## config.mk

```make
export PLATFORM = sky130hd
export DESIGN_NAME = cm3m_div
export DESIGN_NICKNAME = d
export VERILOG_FILES = /design/src/rtl/cm3m_pkg.sv /design/src/rtl/cm3m_div.sv
export SDC_FILE = /design/constraint.sdc
export NUM_CORES = 2
export LEC_CHECK = 0
export ABC_AREA = 1
export BUFFER_PORTS_ARGS = -buffer_cell sky130_fd_sc_hd__buf_4
export CORE_MARGIN = 8
export CORE_UTILIZATION = 60
export CTS_CLUSTER_DIAMETER = 30
export DETAILED_ROUTE_END_ITERATION = 16
export PLACE_DENSITY = 0.78
export SYNTH_ARGS = -nofsm -noshare
export SYNTH_HDL_FRONTEND = slang
export SYNTH_SLANG_ARGS = --single-unit
export TNS_END_PERCENT = 10
```

## constraint.sdc

```tcl
create_clock -name clk -period 3.5 [get_ports clk]
set_clock_uncertainty 0.15 [all_clocks]
set_input_delay 0.175 -clock clk [delete_from_list [all_inputs] [get_ports clk]]
set_output_delay 0.175 -clock clk [all_outputs]
set_load 0.02 [all_outputs]
```

## src/rtl/cm3m_pkg.sv

```systemverilog
// ----------------------------------------------------------------------------
// cm3m_pkg
// Shared types and constants of the 3x3 first-moment centroid block.
// ----------------------------------------------------------------------------
`timescale 1ns / 1ps
`default_nettype none

package cm3m_pkg;

	typedef logic [1:0] status_t;

	localparam status_t STATUS_OK        = 2'd0;
	localparam status_t STATUS_EDGE      = 2'd1;
	localparam status_t STATUS_NO_COUNTS = 2'd2;

	localparam int CFG_INDEX_BITS = 3;
	localparam int CFG_DATA_BITS  = 32;
	localparam int COORD_BITS     = 16;
	localparam int SIZE_BITS      = 15;
	localparam int OUT_BITS       = 33;

	// The offset limit is 2**LIMIT_LOG2 pixels.
	localparam int LIMIT_LOG2 = 7;

	localparam logic [CFG_INDEX_BITS-1:0] REG_BACKGROUND   = 3'd0;
	localparam logic [CFG_INDEX_BITS-1:0] REG_IMAGE_X0     = 3'd1;
	localparam logic [CFG_INDEX_BITS-1:0] REG_IMAGE_Y0     = 3'd2;
	localparam logic [CFG_INDEX_BITS-1:0] REG_IMAGE_WIDTH  = 3'd3;
	localparam logic [CFG_INDEX_BITS-1:0] REG_IMAGE_HEIGHT = 3'd4;

	localparam logic [SIZE_BITS-1:0] IMAGE_SIZE_RESET = 15'd4096;

	typedef struct packed {
		logic signed [COORD_BITS-1:0] cx;
		logic signed [COORD_BITS-1:0] cy;
		status_t                      status;
	} side_t;

endpackage

`default_nettype wire

```

## src/rtl/cm3m_div.sv

```systemverilog
// ----------------------------------------------------------------------------
// cm3m_div
// Pipelined restoring divider producing a clamped, signed Q-format offset.
// ----------------------------------------------------------------------------
`timescale 1ns / 1ps
`default_nettype none

module cm3m_div #(
	parameter int NUM_BITS  = 22,
	parameter int DEN_BITS  = 24,
	parameter int FRAC_BITS = 16
) (
	input  wire logic                                           clk,
	input  wire logic                                           en,
	input  wire logic [NUM_BITS-1:0]                            num,
	input  wire logic [DEN_BITS-1:0]                            den,
	input  wire logic                                           neg,
	output logic signed [FRAC_BITS+cm3m_pkg::LIMIT_LOG2+1:0]    quo
);
	import cm3m_pkg::*;

	localparam int NB_BITS  = LIMIT_LOG2 + 1;
	localparam int QUO_BITS = FRAC_BITS + LIMIT_LOG2 + 1;
	localparam logic [QUO_BITS-1:0] LIM = QUO_BITS'(1) << (QUO_BITS - 1);

	logic [DEN_BITS-1:0] rem_s [QUO_BITS+1];
	logic [DEN_BITS-1:0] den_s [QUO_BITS+1];
	logic [QUO_BITS-1:0] q_s   [QUO_BITS+1];
	logic [NB_BITS-1:0]  nb_s  [QUO_BITS+1];
	logic                neg_s [QUO_BITS+1];
	logic                sat_s [QUO_BITS+1];

	logic [QUO_BITS-1:0] mag;

	always_ff @(posedge clk) begin
		if (en) begin
			sat_s[0] <= {{(DEN_BITS+NB_BITS){1'b0}}, num} >=
				{{NUM_BITS{1'b0}}, den, {NB_BITS{1'b0}}};
			rem_s[0] <= DEN_BITS'(num >> NB_BITS);
			nb_s[0]  <= num[NB_BITS-1:0];
			den_s[0] <= den;
			neg_s[0] <= neg;
			q_s[0]   <= '0;
		end
	end

	for (genvar k = 0; k < QUO_BITS; k++) begin : g_step
		logic [DEN_BITS:0] trial;
		logic              fits;

		assign trial = {rem_s[k], nb_s[k][NB_BITS-1]};
		assign fits  = trial >= {1'b0, den_s[k]};

		always_ff @(posedge clk) begin
			if (en) begin
				rem_s[k+1] <= fits ? DEN_BITS'(trial - {1'b0, den_s[k]}) : DEN_BITS'(trial);
				q_s[k+1]   <= {q_s[k][QUO_BITS-2:0], fits};
				nb_s[k+1]  <= nb_s[k] << 1;
				den_s[k+1] <= den_s[k];
				neg_s[k+1] <= neg_s[k];
				sat_s[k+1] <= sat_s[k];
			end
		end
	end

	assign mag = (sat_s[QUO_BITS] || q_s[QUO_BITS] > LIM) ? LIM : q_s[QUO_BITS];

	always_ff @(posedge clk) begin
		if (en) begin
			quo <= neg_s[QUO_BITS] ? -$signed({1'b0, mag}) : $signed({1'b0, mag});
		end
	end

endmodule

`default_nettype wire

```

==> results by group <==
Finish
  • Highest-count cells in the layout ignoring fill and taps: edfxtp_1 (1553), nand2_1 (1461), inv_1 (1253), nor2_1 (1008), a21oi_1 (831)
  • Synth-to-layout area growth: 17.2%
  • Fin area: around 100000 sq um
  • Most common cell after layout, fill and taps aside: edfxtp_1
  • Final core utilization: 0.707
  • NumNets Final: 10100
  • Share of cells above drive strength 1: 0.0973
  • Fillers: about 11000

Detailed routing
  • Routed Antenna Nets: 0
  • Remaining routing DRC violations: 0
  • WL per Instance: a little over 20 um
  • Detailed Routing Iterations Pass 1: 7
  • Highest routing layer actually used: met5
  • Via count: approximately 67000
  • Met3 wire length: ~15000 um
  • Routed wl met2: 112000 um
  • M1 WL: a little under 100000 um
  • Vias per cell: 5.74
  • Final wirelength: between 200000 and 250000 um
  • DRT iter0 DRCs: roughly 5800

Clock network
  • Sink Count: roughly 1600
  • Worst-skew pair later-pin latency: 0.92 ns
  • Clock-pin slew on the worst setup and hold paths: 0.05 ns
  • Root buf cell: clkbuf_16
  • Post-CTS sizing: 0
  • CTS Buf Count: roughly 320
  • Worst-case clock buffer depth: 4
  • Setup repair bufs after CTS: 0
  • CTS tree: built
  • CTS HTree Levels: 5

Synthesis
  • Synthesized Nets: slightly below 10000
  • Yosys reg bits: between 1500 and 2000
  • Fraction of registers with async set/reset: 0
  • EDFF count, synth: about 1600
  • Syn Std Cell Area: approximately 88000 sq um
  • Top_reg_cell synth: edfxtp_1
  • Sequential cell area fraction in the yosys report: 0.531
  • Netlist cell types: 54
  • Synth Area per Inst: just under 10 sq um
  • Ys Warns: 0
  • Cells after Synth: just under 9000

Worst setup path
  • Largest fanout on the critical path: 26
  • Slowest-stage cell, CP: edfxtp_1
  • Reg-to-reg startpoint: den_s[2][58]$_DFFE_PP_
  • Setup crit start kind: flip-flop
  • CP dominant cell by count: inv_1
  • CP peak stage delay: 0.52 ns
  • R2R Path End: rem_s[2][76]$_DFFE_PP_
  • Required time of the critical path: 3.96 ns
  • Reg2reg setup slack: 0.16 ns
  • Setup CP Type: flip-flop to flip-flop
  • Worst path cell trace: inv_1, ha_1, nand2_1, nand2_1, a21oi_1, inv_1, a21oi_2, inv_1, a21oi_4, nand3_4, buf_4, a21oi_1
  • Reg2Reg Depth: 12
  • WP buf/inv: 4
  • CP Data Arrival Time: approximately 3.8 ns
  • Delay-heaviest family, CP: compound AO/OA/AOI/OAI gates
  • Setup crit end kind: flip-flop

Timing
  • Final worst path period share: 0.955
  • Final hold viol count: 0
  • Min Tclk post-route: approximately 3.3 ns
  • Setup_tns: 0 ns
  • Final setup fails: 0
  • Worst hold slack: approximately 0.15 ns
  • Max-Slew Margin vs Limit: 0.459
  • RSZ-0062 raised after global routing: false
  • Fmax: ~0.3 GHz
  • Max-slew violations: 0
  • Fin worst setup slack: between 0.15 and 0.2 ns
  • Slew of the pin with the lowest slew margin: slightly above 0.8 ns

Global route
  • Initial antenna violation count: 5
  • Vias in the first global route: approximately 67000
  • Global-route wire length before repair: 370000 um
  • Largest net degree at the start of global routing: 113
  • Overflow after GRT: 0
  • Overall Global Routing Usage: 0.297

Floorplan
  • I/O Pins: 74
  • Die W: between 300 and 400 um
  • Total core area: 145000 sq um
  • Starting density of the core: 0.604
  • Area of the die: between 150000 and 200000 sq um
  • Row cnt: 140
  • Chip height: 398 um

Power and ir drop
  • Power per standard cell area: around 950 nW/um^2
  • Peak VDD IR: between 0.8 and 0.9 mV
  • Leakage: roughly 43 nW

Placement
  • DP HPWL: between 150000 and 200000 um
  • Port-buffer cells: 73
  • Pre-CTS WS: approximately 0.2 ns
  • GP Congestion: approximately 1
  • Placed inst area: roughly 90000 sq um

Hold path
  • HP Class: primary input to flip-flop
  • WHS Path Cells: 5
  • Endpoint, Worst Hold: sat_s[0][0]$_DFFE_PP_
  • HP Start: den[19]

Run status
  • Status: complete, no violations

Job
  • Max Cap Violations: 0
## worst max-delay path by stage
stage                                      start                      to  slack, ns  cells past startpoint
final                     den_s[2][58]$_DFFE_PP_  rem_s[2][76]$_DFFE_PP_       0.16                     12
after global routing      den_s[2][54]$_DFFE_PP_  rem_s[2][76]$_DFFE_PP_       0.04                     11
after CTS                 den_s[2][58]$_DFFE_PP_  rem_s[2][76]$_DFFE_PP_       0.20                     12
after detailed placement  den_s[2][58]$_DFFE_PP_  rem_s[2][76]$_DFFE_PP_       0.20                     12
after global placement    den_s[2][58]$_DFFE_PP_  rem_s[2][76]$_DFFE_PP_       0.18                     12
after floorplan              q_s[3][1]$_DFFE_PP_       quo[16]$_DFFE_PP_       0.93                     17
## final cells by class
cell class | instances | area, sq um | area share
Clock buffer | 350 | 8270 | 0.0804
Tap cell | 1917 | 2400 | 0.0233
Multi-Input combinational cell | 6039 | 35600 | 0.346
Timing Repair Buffer | 286 | 2790 | 0.0272
Inverter | 1257 | 4720 | 0.0459
Antenna cell | 2 | 5.00 | 0.0000487
Sequential cell | 1553 | 46600 | 0.453
Clock inverter | 218 | 2470 | 0.0240
## cells by family (layout without fill, tap and decap cells)
| family | count (synthesis) | in the layout | share of synthesized area |
|---|---|---|---|
| and+or+nand+nor | 3220 | 3220 | 0.156 |
| AOI/OAI and AO/OA | 1754 | 1754 | 0.115 |
| DFF | 1553 | 1553 | 0.531 |
| buffers and inverters | 1359 | 2111 | 0.0637 |
| adders and majority gates | 604 | 604 | 0.0881 |
| xor gates and xnor gates | 461 | 461 | 0.0460 |
| other | 0 | 2 | 0 |
## Yosys cell counts (4+ instances only)
library cell | number | area (sq um)
nand4_1 | 98 | 613
nor4_2 | 4 | 50.1
o211ai_1 | 33 | 248
nand3_4 | 11 | 193
buf_2 | 24 | 120
nand3b_1 | 32 | 240
a31oi_1 | 64 | 400
clkbuf_1 | 5 | 18.8
nand2_1 | 1461 | 5480
nand2_2 | 11 | 68.8
xnor2_1 | 293 | 2570
buf_6 | 47 | 529
inv_2 | 4 | 15.0
a21boi_0 | 17 | 128
inv_1 | 1253 | 4700
a21oi_4 | 5 | 81.3
and2_1 | 4 | 25.0
nand3_2 | 10 | 100
edfxtp_1 | 1553 | 46600
o21bai_1 | 92 | 691
fa_1 | 23 | 460
buf_4 | 25 | 188
a21oi_2 | 122 | 1070
o21ai_1 | 107 | 536
nand3_1 | 382 | 1910
a21oi_1 | 831 | 4160
xor2_1 | 168 | 1470
ha_1 | 581 | 7270
o21ai_0 | 353 | 1770
nor4b_2 | 8 | 120
nor2_2 | 35 | 219
nor4_1 | 21 | 131
a211oi_1 | 21 | 158
nor2_1 | 1008 | 3780
a21o_1 | 84 | 631
nor3_1 | 118 | 591
nand4_2 | 6 | 75.1
or2_2 | 4 | 25.0
o21ai_2 | 11 | 96.3
## sequential cells by signal, summed over array words and instances, names as in the netlist
name   count
rem_s    566
quo       25
nb_s      36
q_s      300
den_s    576
neg_s     25
sat_s     25
## repair_timing
item	4_1_cts	5_1_grt
hold buffers	95	0
setup endpoints to repair	0	0
hold endpoints to repair	262	0
## per-layer routing
metal | vias up | track usage
met1 | 31500 | 0.382
met3 | 692 | 0.0443
li1 | 32000 | -
met4 | 4 | 0.153
met5 | - | 0
met2 | 2599 | 0.492
## metrics by stage
stage / instances / total power, mW
2_1_floorplan: 8951 / 56.4
3_3_place_gp: 11000 / 67.0
3_5_place_dp: 11000 / 67.2
4_1_cts: 11600 / 98.0
5_1_grt: 11600 / 104
6_report: 11600 / 98.2
## tightest hold or removal path, stage by stage
cell and delay, ns:
dlygate4sd3_1 0.52, buf_4 0.11, nor4_1 0.05, nand2_1 0.08, a21oi_1 0.07
## report_power, final
part           internal (mW)  switching [mW]  leakage (nW)  total [mW]
logic                   13.9            24.4          22.5        38.3
clock network           20.0            10.1          5.20        30.1
registers               26.6            3.17          15.2        29.8
Note: power is estimated with default switching activity, not from simulation.
